### src/design/assert_macros.svh
// Assertion helpers used by pixel_color_matrix_hls.sv.
`ifndef ASSERT_MACROS_SVH
`define ASSERT_MACROS_SVH
`ifndef SYNTHESIS
// Same-cycle implication, checked while out of reset.
`define PCM_ASSERT(lbl, pre, post) \
	lbl: assert property (@(posedge clk) disable iff (!arst_n) (pre) |-> (post)) \
		else $error("pixel color matrix check failed");
// Next-cycle implication, checked while out of reset.
`define PCM_ASSERT_NEXT(lbl, pre, post) \
	lbl: assert property (@(posedge clk) disable iff (!arst_n) (pre) |=> (post)) \
		else $error("pixel color matrix check failed");
`else
`define PCM_ASSERT(lbl, pre, post)
`define PCM_ASSERT_NEXT(lbl, pre, post)
`endif
`endif

### src/design/pcm_pkg.sv
package pcm_pkg;

	// One pixel on the input and on the output channel.
	typedef struct packed {
		logic [7:0] red;
		logic [7:0] green;
		logic [7:0] blue;
		logic [7:0] alpha;
	} pcm_in_t;

	typedef struct packed {
		logic [7:0] red_out;
		logic [7:0] green_out;
		logic [7:0] blue_out;
		logic [7:0] alpha_out;
	} pcm_out_t;

	// Fixed-point constants.
	localparam int ONE_Q16    = 65536;
	localparam int HUE_PERIOD = 6 * ONE_Q16;

	// Pipelined divider: quotient width, bits per stage and latency.
	localparam int DIV_QW  = 17;
	localparam int DIV_BPS = 2;
	localparam int DIV_LAT = (DIV_QW + DIV_BPS - 1) / DIV_BPS;

	// Configuration port.
	localparam int CFG_IDX_W = 2;
	localparam int CFG_W     = 64;
	localparam logic [CFG_IDX_W-1:0] REG_HLS_MODE   = 2'd0;
	localparam logic [CFG_IDX_W-1:0] REG_COEF_FIRST  = 2'd1;
	localparam logic [CFG_IDX_W-1:0] REG_COEF_SECOND = 2'd2;
	localparam logic [CFG_IDX_W-1:0] REG_COEF_THIRD  = 2'd3;
	localparam logic [CFG_W-1:0] COEF_FIRST_RST  = 64'd4096;
	localparam logic [CFG_W-1:0] COEF_SECOND_RST = 64'd4096 << 16;
	localparam logic [CFG_W-1:0] COEF_THIRD_RST  = 64'd4096 << 32;

	// Hue segment of one output channel.
	localparam logic [1:0] SEG_RISE = 2'd0;
	localparam logic [1:0] SEG_HIGH = 2'd1;
	localparam logic [1:0] SEG_FALL = 2'd2;
	localparam logic [1:0] SEG_LOW  = 2'd3;

endpackage

### src/design/pcm_delay.sv
module pcm_delay import pcm_pkg::*; #(
	parameter int W = 8,
	parameter int N = 9
) (
	input  logic         clk,
	input  logic         en,
	input  logic [W-1:0] d,
	output logic [W-1:0] q
);

	logic [W-1:0] sr_s [N];

	// Shift line that advances with the pipeline.
	always_ff @(posedge clk) begin
		if (en) begin
			sr_s[0] <= d;
			for (int i = 1; i < N; i++) begin
				sr_s[i] <= sr_s[i-1];
			end
		end
	end

	assign q = sr_s[N-1];

endmodule

### config.mk
export PLATFORM = sky130hd
export DESIGN_NAME = pcm_delay
export DESIGN_NICKNAME = d
export VERILOG_FILES = /design/src/design/assert_macros.svh /design/src/design/pcm_pkg.sv /design/src/design/pcm_delay.sv
export SDC_FILE = /design/constraint.sdc
export NUM_CORES = 1
export LEC_CHECK = 0
export BUFFER_PORTS_ARGS = -buffer_cell sky130_fd_sc_hd__buf_2
export CAP_MARGIN = 10
export CORE_MARGIN = 2
export CORE_UTILIZATION = 24
export DETAILED_ROUTE_END_ITERATION = 10
export PLACE_DENSITY_LB_ADDON = 0.12
export SYNTH_ARGS = -nofsm -noshare
export SYNTH_HDL_FRONTEND = slang
export SYNTH_SLANG_ARGS = --single-unit
### constraint.sdc
create_clock -name clk -period 1.1 [get_ports clk]
set_clock_uncertainty 0.2 [all_clocks]
set_input_delay 0.055 -clock clk [delete_from_list [all_inputs] [get_ports clk]]
set_output_delay 0.055 -clock clk [all_outputs]
set_load 0.01 [all_outputs]
# Yosys cells after proc, flatten, opt, wreduce, memory -nomap -nowiden
# Memories as Yosys holds them, arrays and structs flattened.
# Index checks and enable logic that the tools add are counted.
[totals]
n_memories = 1
ramBits = 72
wordCells = 3
regBits = 0
[classes]
mux = 2
[mem_list]
columns = ["name", "depth", "width", "read_ports", "rd_clocked_by_memory_dff", "wr", "line_no", "text"]
rows = [
  ["sr_s", 9, 8, 9, 0, 9, "pcm_delay.sv:11", "logic [W-1:0] sr_s [N];"],
]
[ops]
columns = ["op", "n"]
rows = [
  ["$mux 1", 2],
]

# Depth between registers and ports, before layout
# Gate-level depths: netlist of the first run.
[logic_depth]
ltp_word = 2
depth_mapped = 1
ltp_nobuf = 0

# Worst setup path after synthesis of the first run
# No wires, ideal clock.
[synth_timing]
path_kind = "reg2reg"
start = "memory sr_s[0][2]"
end = "memory sr_s[1][2] (netlist: sr_s[0][10]), data pin"
slack_ns = 0.311
arrival_ns = 0.323
setup_ns = 0.266
synth_period_minus_slack_ns = 0.789
path_stages_with_launch = 1
path_cell_list = "edfxtp_1"
[synth_rtl]
columns = ["element", "line_no"]
rows = [
  ["start: declaration", "pcm_delay.sv:11"],
]

==> metrics.md, run 1 <==
| Metric | Value |
|---|---|
| Final WS setup | `0.00610 ns` |
| Worst min-delay path class | `in2reg` |
| Final hold slack | `-0.0379 ns` |
| Worst-skew pair later-pin latency | `0.33 ns` |
| TritonRoute pass-1 iters | `4` |
| Drt initial violations | `46` |
| Initial antenna violation count | `0` |
| Max_cap viols | `0` |
| Final WL | `2370 um` |
| CP Cell Sequence | `buf_2` |
| Buffers on Ports | `17` |
| Max Fclk | `914 MHz` |
| Sequential element share of the synthesized area | `97.3%` |
| Crit share post-route | `99.4%` |
| Clock Path Buffers | `2` |
| Clock slew at reported path FFs | `0.07 ns` |
| Die Area | `10,000 um^2` |
| RD Place Congestion | `0.604` |
| Slew @ Worst Pin | `0.136 ns` |
| Multi-input logic cell count | `0` |
| CP max FO | `1` |
| Share of cells above drive strength 1 | `31.4%` |
| Worst setup SP type | `register` |
| Min Clock Period, post-route | `1.09 ns` |
| Yosys Warn Count | `0` |
| Max transition margin | `90.9%` |
| Syn_nets | `90` |
| Via count | `787` |
| WP data arrival | `0.84 ns` |
| Synthesized cell area | `2220 um^2` |
| Largest net degree at the start of global routing | `25` |
| Sink Count | `72` |
| Area of the multi-input gates | `0 um^2` |
| Lkg Pwr | `0.958 nW` |
| Synthesis-to-layout area growth | `24.5%` |
| Vias in the first global route | `778` |
| Via density | `3.44` |
| CP endpoint kind | `primary output` |
| Biggest regs | `sr_s: 72 flops` |
| Root buf cell | `clkbuf_8` |
| Largest delay contributor family on the critical path | `flip-flops` |
| Syn Area/Cell | `27.8 um^2` |
| Initial Util | `24.4%` |
| Final max-slew violation count | `0` |
| DIE HEIGHT | `100 um` |
| Final setup viols | `0` |
| Num rows | `35` |
| Failing checks | `hold timing` |
| FF+latch count, synth | `72` |
| Setup Fix Bufs, Post-CTS | `0` |
| RSZ-0062 raised after global routing | `true` |
| Global route overflow | `0` |
| Total core area | `9110 um^2` |
| Nets | `123` |
| Status | `complete, but fails checks` |
| CTS tree | `done` |
| Top-Level Pins | `18` |
| Hold Violations, Final | `48` |
| Crit-path max cell delay | `0.36 ns` |
| Final Power | `5.56 mW` |
| Gr usage total | `5.64%` |
| Antenna diodes | `0` |
| VDD IR max | `0.928 mV` |
| CP Buf/Inv Count | `1` |
| Cells after synthesis | `80` |
| Storage element area | `2160 um^2` |
| Global-route wire length before repair | `3930 um` |
| Slowest-stage cell, CP | `edfxtp_1` |
| DR DRC count | `0` |
| Post-CTS Hold Buffers | `8` |
| Setup TNS Final | `0 ns` |
| Die width | `100 um` |
| Max reg flops | `72` |
| Synth cell types | `2` |
| Kind of critical path | `reg2out` |
| ANT nets after route | `0` |
| DP Worst Slack | `0.167 ns` |
| Largest Register | `sr_s` |
| Clock buffer count from CTS | `9` |
| Filler Cell Count | `878` |
| PwrDens | `2010 nW/um^2` |
| CP Data Required Time | `0.84 ns` |
| H-tree depth | `3` |
| Wire length per cell | `10.4 um` |
[what timing repair did]
action / CTS / global route
setup endpoints to repair: 8 / 8
hold endpoints to repair: 56 / 48
resized for setup: 0 / 0
[synthesized netlist by cell type]
cell type	instances	area, um^2
buf_4	8	60.1
edfxtp_1	72	2160
[layer usage]
layer | track usage (%) | part of all wire [%] | routed length (um) | vias up
met1 | 5.76 | 42 | 989 | 380
met4 | 3.48 | 1.8 | 43 | 0
met3 | 4.74 | 10 | 249 | 5
met5 | 0 | 0 | 0 | -
met2 | 7.80 | 46 | 1090 | 29
li1 | - | - | - | 373
[metrics by stage]
| step | hold slack (ns) | util (%) | instance area, um^2 | instances |
|---|---|---|---|---|
| global route | -0.0411 | 30.4 | 2770 | 229 |
| global placement | 0.0321 | 27.2 | 2480 | 205 |
| floorplan | -0.0461 | - | 2220 | 80 |
| CTS | -0.0602 | 30.4 | 2770 | 229 |
| finish | -0.0379 | 30.4 | 2770 | 229 |
| detailed placement | 0.0331 | 27.2 | 2480 | 205 |
[placed cells by master, fill, tap and decap left out]
master,Yosys,final
buf_12,0,4
buf_2,0,16
buf_4,8,2
bufinv_16,0,2
clkbuf_1,0,1
clkbuf_8,0,9
clkinv_2,0,3
clkinv_4,0,1
dlygate4sd3_1,0,8
edfxtp_1,72,72
[worst paths after layout]
path,from,endpoint,slack [ns],cells past startpoint
min,en,sr_s[0][16]$_DFFE_PP_,-0.04,2
max,sr_s[0][65]$_DFFE_PP_,q[1],0.006,1
max reg2reg,sr_s[0][43]$_DFFE_PP_,sr_s[0][51]$_DFFE_PP_,0.26,0
min reg2reg,sr_s[0][47]$_DFFE_PP_,sr_s[0][55]$_DFFE_PP_,0.22,0
[cell families (layout without fill, tap and decap cells)]
| logic type | Yosys count | after routing | synth area share, % |
|---|---|---|---|
| buffers and inverters | 8 | 46 | 2.70 |
| DFF | 72 | 72 | 97.3 |
[where the power goes]
part | leakage (nW) | switching, mW | internal [mW]
registers | 0.705 | 0.0364 | 3.21
clock network | 0.110 | 0.905 | 1.27
logic | 0.144 | 0.0753 | 0.0713
[cell type report]
| cell class | instances | share of cell area, % |
|---|---|---|
| Clock buffer | 10 | 4.61 |
| Clock inverter | 6 | 3.03 |
| Tap cell | 111 | 5.02 |
| Timing Repair Buffer | 30 | 9.22 |
| Sequential cell | 72 | 78.1 |
Power figures use the tool's default switching activity.
==> run 2, diff against run 1 <==
--- a/config.mk
+++ b/config.mk
@@ -8,7 +8,7 @@
 export BUFFER_PORTS_ARGS = -buffer_cell sky130_fd_sc_hd__buf_2
 export CAP_MARGIN = 10
 export CORE_MARGIN = 2
-export CORE_UTILIZATION = 24
+export CORE_UTILIZATION = 50
 export DETAILED_ROUTE_END_ITERATION = 10
 export PLACE_DENSITY_LB_ADDON = 0.12
 export SYNTH_ARGS = -nofsm -noshare
==> run 2 against run 1 <==
The flow now finishes without violations. Worst setup slack better by 0.011 ns. Power is 11% lower. Non-clock buffer count grew 1. Clock power is 27% lower. Sequential power about the same. Flip-flop and latch count stayed put. Critical endpoint is now q[4]. Largest cell class unchanged. Largest power group unchanged. Highest routed layer unchanged.
==> metrics.md, run 2 (synthesized netlist as in run 1, its figures left out) <==
| Metric | Value |
|---|---|
| Status | `completed` |
| Final core occ | `60.1%` |
| Slowest-stage cell, CP | `edfxtp_1` |
| Buffers on Ports | `17` |
| Lkg Pwr | `0.911 nW` |
| Setup Fix Bufs, Post-CTS | `0` |
| Most frequent cells in the layout | `72 x edfxtp_1, 17 x buf_2, 10 x dlygate4sd3_1, 9 x clkbuf_8` |
| Root buf cell | `clkbuf_8` |
| Nets | `124` |
| CP Buf/Inv Count | `1` |
| Total core area | `4320 um^2` |
| Largest Register | `sr_s` |
| Global route hottest layer | `met2` |
| Num rows | `24` |
| DPL Wire Length | `1140 um` |
| Max_cap viols | `0` |
| Met1 GRT Util | `13.7%` |
| CP Data Required Time | `0.84 ns` |
| Max reg flops | `72` |
| Global route overflow | `0` |
| FF-to-FF setup slack | `0.25 ns` |
| Max transition margin | `87.2%` |
| Met2 Use GR | `13.7%` |
| Final WL | `2300 um` |
| ANT nets after route | `0` |
| Vias in the first global route | `792` |
| CP max FO | `1` |
| Clock slew at reported path FFs | `0.06 ns` |
| CP Cell Sequence | `buf_2` |
| Max Fclk | `923 MHz` |
| DR DRC count | `0` |
| Leading cell type in the layout, fill and taps excluded | `edfxtp_1` |
| Wire length per cell | `13.6 um` |
| Biggest regs | `sr_s: 72 flops` |
| Initial antenna violation count | `0` |
| Final max-slew violation count | `0` |
| CP Launch Point | `sr_s[0][68]$_DFFE_PP_` |
| Slew @ Worst Pin | `0.193 ns` |
| Final setup viols | `0` |
| RD Place Congestion | `0.577` |
| Via count | `799` |
| Reg2Reg Depth | `0` |
| RSZ-0062 raised after global routing | `true` |
| Worst r2r src | `sr_s[0][30]$_DFFE_PP_` |
| Hold Violations, Final | `0` |
| Share of cells above drive strength 1 | `26.5%` |
| Worst min-delay path class | `in2reg` |
| Kind of critical path | `reg2out` |
| Min Clock Period, post-route | `1.08 ns` |
| Antenna diodes | `0` |
| WP data arrival | `0.83 ns` |
| Top-Level Pins | `18` |
| CP endpoint kind | `primary output` |
| FF-to-FF End | `sr_s[0][38]$_DFFE_PP_` |
| Crit-path max cell delay | `0.36 ns` |
| Area of the multi-input gates | `0 um^2` |
| Placed cells | `145` |
| CTS tree | `done` |
| Critical Path Stages | `1` |
| Die Area | `4990 um^2` |
| Synthesis-to-layout area growth | `16.9%` |
| Final std cells w/o fill | `169` |
| Global-route wire length before repair | `3680 um` |
| PwrDens | `1910 nW/um^2` |
| Clock buffer count from CTS | `9` |
| Drt initial violations | `67` |
| Filler Cell Count | `330` |
| Met3 Usage GRT | `4.70%` |
| TritonRoute pass-1 iters | `4` |
| Largest net degree at the start of global routing | `38` |
| Sink Count | `72` |
| Initial Util | `51.4%` |
| Die width | `70.7 um` |
| Gr usage total | `10.8%` |
| Setup crit end | `q[4]` |
| H-tree depth | `3` |
| Crit share post-route | `98.5%` |
| Multi-input logic cell count | `0` |
| Via density | `4.73` |
| Largest delay contributor family on the critical path | `flip-flops` |
| Worst setup SP type | `register` |
| Worst-skew pair later-pin latency | `0.32 ns` |
| Clock Path Buffers | `2` |
| DIE HEIGHT | `70.7 um` |
| VDD IR max | `1.10 mV` |
## run 2: area by class of cell
| class | instances | area [um^2] | share of cell area, % |
|---|---|---|---|
| repair buffers | 31 | 228 | 8.76 |
| flip-flops and latches | 72 | 2160 | 83.2 |
| well taps | 52 | 65.1 | 2.50 |
| clock buffers | 12 | 135 | 5.20 |
| clock inverters | 2 | 8.76 | 0.337 |
## run 2: repair_timing
action                                  4_1_cts  5_1_grt
hold endpoints to repair                     14        2
gates resized for setup                       0        0
hold buffers                                  8        2
endpoints found under the setup margin        1        8
## run 2: worst min path at each step
| stage | from | end | slack (ns) | depth (start not counted) |
|---|---|---|---|---|
| after floorplan | d[0] | sr_s[0][0]$_DFFE_PP_ | -0.05 | 0 |
| after global placement | d[1] | sr_s[0][1]$_DFFE_PP_ | 0.03 | 1 |
| after detailed placement | d[1] | sr_s[0][1]$_DFFE_PP_ | 0.03 | 1 |
| after CTS | en | sr_s[0][4]$_DFFE_PP_ | -0.16 | 1 |
| after global routing | en | sr_s[0][23]$_DFFE_PP_ | 0.05 | 2 |
| final | en | sr_s[0][24]$_DFFE_PP_ | 0.05 | 2 |
## run 2: where the power goes
part,internal (mW),leakage [nW],switching (mW)
sequential,3.21,0.705,0.0387
clock,0.784,0.0737,0.801
combinational,0.0584,0.132,0.0708
total,4.05,0.911,0.911
## run 2: per-layer routing
layer / wire, um / part of all wire (%)
met1: 1050 / 46
met2: 1060 / 46
met3: 128 / 5.6
met4: 63 / 2.7
met5: 0 / 0
## run 2: metrics by stage
stage / hold slack [ns] / setup WS (ns) / TNS [ns] / area (um^2) / power, mW
2_1_floorplan: -0.0461 / 0.311 / 0 / 2220 / 3.32
3_3_place_gp: 0.0315 / 0.128 / 0 / 2350 / 3.39
3_5_place_dp: 0.0331 / 0.0851 / 0 / 2350 / 3.41
4_1_cts: -0.156 / -0.00195 / -0.00195 / 2580 / 5.02
5_1_grt: 0.0525 / -0.0305 / -0.173 / 2600 / 5.18
6_report: 0.0477 / 0.0167 / 0 / 2600 / 4.96
==> run 3, diff against run 2 <==
--- a/config.mk
+++ b/config.mk
@@ -11,6 +11,7 @@
 export CORE_UTILIZATION = 50
 export DETAILED_ROUTE_END_ITERATION = 10
 export PLACE_DENSITY_LB_ADDON = 0.12
+export RECOVER_POWER = 25
 export SYNTH_ARGS = -nofsm -noshare
 export SYNTH_HDL_FRONTEND = slang
 export SYNTH_SLANG_ARGS = --single-unit
==> constraint.sdc (replaced) <==
create_clock -name clk -period 1 [get_ports clk]
set_clock_uncertainty 0.2 [all_clocks]
set_input_delay 0.05 -clock clk [delete_from_list [all_inputs] [get_ports clk]]
set_output_delay 0.05 -clock clk [all_outputs]
set_load 0.01 [all_outputs]
==> run 3 against run 2 <==
Final area grew 2.1%. Global-route usage is essentially flat. First-iteration DRC count grew 12%. Register-to-register slack lost 0.09 ns. Critical path depth is the same. The run now ends with hold timing, setup timing left. Worst setup slack lost 0.10 ns. Highest routed layer unchanged. Critical endpoint unchanged.
==> metrics.md, run 3 (synthesized netlist as in run 1, its figures left out) <==
| Metric | Value |
|---|---|
| Via density | `4.66` |
| Root buf cell | `clkbuf_8` |
| DR DRC count | `0` |
| Final setup viols | `8` |
| Pint | `5.22 mW` |
| Buffers on Ports | `17` |
| Hold Path Stages | `2` |
| ANT nets after route | `0` |
| Global-route wire length before repair | `3700 um` |
| Initial Util | `51.4%` |
| Hold EP | `sr_s[0][4]$_DFFE_PP_` |
| Area of the multi-input gates | `0 um^2` |
| Crit share post-route | `109%` |
| Top-Level Pins | `18` |
| Status | `complete, but fails checks` |
| FF-to-FF setup slack | `0.16 ns` |
| Final std cells w/o fill | `170` |
| CP Cell Sequence | `buf_2` |
| Die width | `70.7 um` |
| CP endpoint kind | `primary output` |
| Num rows | `24` |
| CP Data Required Time | `0.75 ns` |
| Slowest-stage cell, CP | `edfxtp_1` |
| Wire length per cell | `13.3 um` |
| FF-to-FF End | `sr_s[0][24]$_DFFE_PP_` |
| Filler Cell Count | `324` |
| Slew @ Worst Pin | `0.447 ns` |
| Max_cap viols | `0` |
| Min Clock Period, post-route | `1.09 ns` |
| Crit-path max cell delay | `0.37 ns` |
| Placed cells | `146` |
| Kind of critical path | `reg2out` |
| Final max-slew violation count | `0` |
| Multi-input logic cell count | `0` |
| Sequential Power Share | `56.7%` |
| Die Area | `4990 um^2` |
| Largest delay contributor family on the critical path | `flip-flops` |
| Via count | `793` |
| Drt initial violations | `75` |
| Final WL | `2270 um` |
| Gr usage total | `10.8%` |
| WP data arrival | `0.84 ns` |
| Failing checks | `hold timing, setup timing` |
| Post-CTS Hold Buffers | `8` |
| DIE HEIGHT | `70.7 um` |
| Worst min-delay path class | `in2reg` |
| Clock power share | `41.3%` |
| Synthesis-to-layout area growth | `19.4%` |
| Total core area | `4320 um^2` |
| Net Sw Frac | `17.2%` |
| Setup Fix Bufs, Post-CTS | `0` |
| Clock buffer count from CTS | `9` |
| Largest net degree at the start of global routing | `38` |
| Max transition margin | `70.2%` |
| Reg2Reg Depth | `0` |
| Sink Count | `72` |
| VDD IR max | `1.64 mV` |
| Antenna diodes | `0` |
| Largest Register | `sr_s` |
| RSZ-0062 raised after global routing | `true` |
| Final core occ | `61.3%` |
| Share of cells above drive strength 1 | `29.7%` |
| Max reg flops | `72` |
| PwrDens | `2380 nW/um^2` |
| Clock slew at reported path FFs | `0.07 ns` |
| H-tree depth | `3` |
| Nets | `123` |
| Hold Violations, Final | `6` |
| Global route overflow | `0` |
| Storage element area | `2160 um^2` |
| Worst setup SP type | `register` |
| Final hold slack | `-0.0563 ns` |
| Logic pwr share | `2.0%` |
| Most frequent cells in the layout | `72 x edfxtp_1, 16 x buf_2, 9 x clkbuf_8, 8 x dlygate4sd3_1, 4 x clkinv_2` |
| Initial antenna violation count | `0` |
| Hold path start | `en` |
| CP max FO | `1` |
| Final WS setup | `-0.0861 ns` |
| Clock Path Buffers | `2` |
| Biggest regs | `sr_s: 72 flops` |
| Vias in the first global route | `814` |
| CTS tree | `done` |
| Worst-skew pair later-pin latency | `0.33 ns` |
| CP Buf/Inv Count | `1` |
| Switching pwr | `1.09 mW` |
| Leading cell type in the layout, fill and taps excluded | `edfxtp_1` |
| RD Place Congestion | `0.578` |
| TritonRoute pass-1 iters | `6` |
| Lkg Pwr | `0.941 nW` |
| Max Fclk | `921 MHz` |
| Worst r2r src | `sr_s[0][16]$_DFFE_PP_` |
run 3: worst max path at each step:
stage | slack (ns) | from | cells after the start | end
2_1_floorplan | 0.21 | sr_s[0][2]$_DFFE_PP_ | 0 | sr_s[0][10]$_DFFE_PP_
6_report | -0.09 | sr_s[0][68]$_DFFE_PP_ | 1 | q[4]
3_5_place_dp | 0.03 | en | 2 | sr_s[0][65]$_DFFE_PP_
4_1_cts | -0.11 | sr_s[0][68]$_DFFE_PP_ | 1 | q[4]
3_3_place_gp | 0.06 | en | 2 | sr_s[0][68]$_DFFE_PP_
5_1_grt | -0.14 | sr_s[0][70]$_DFFE_PP_ | 1 | q[6]
run 3: cell type report:
type                    count  share of cell area, %
flip-flops and latches     72                   81.5
clock buffers               9                   4.67
repair buffers             30                   7.22
well taps                  52                   2.45
clock inverters             7                   4.15
run 3: power groups by stage:
stage | registers, mW | logic [mW] | clock network (mW)
final | 3.57 | 0.126 | 2.61
after global placement | 3.63 | 0.110 | 0
after CTS | 3.57 | 0.140 | 2.68
after global routing | 3.59 | 0.140 | 2.81
after floorplan | 3.62 | 0.0325 | 0
after detailed placement | 3.64 | 0.117 | 0
run 3: routing by layer:
| metal | share of wire, % | wire [um] | global-route usage, % | up-vias |
|---|---|---|---|---|
| li1 | - | - | - | 376 |
| met1 | 46 | 1040 | 13.5 | 382 |
| met2 | 46 | 1030 | 13.6 | 27 |
| met3 | 5.3 | 121 | 4.27 | 8 |
| met4 | 3.3 | 75 | 11.3 | 0 |
| met5 | 0 | 0 | 0 | - |
run 3: through the flow:
step / hold slack (ns) / power [mW] / area [um^2] / TNS [ns] / setup slack [ns]
2_1_floorplan: -0.0511 / 3.65 / 2220 / 0 / 0.211
3_3_place_gp: 0.0267 / 3.74 / 2360 / 0 / 0.0552
3_5_place_dp: 0.0281 / 3.76 / 2360 / 0 / 0.0315
4_1_cts: -0.0938 / 6.40 / 2680 / -0.752 / -0.105
5_1_grt: -0.0352 / 6.53 / 2650 / -1.01 / -0.142
6_report: -0.0563 / 6.30 / 2650 / -0.573 / -0.0861
run 3: repair_timing:
action,CTS,global route
endpoints found under the setup margin,8,8
gates cloned,0,0
gates resized for setup,0,0
hold endpoints to repair,14,6
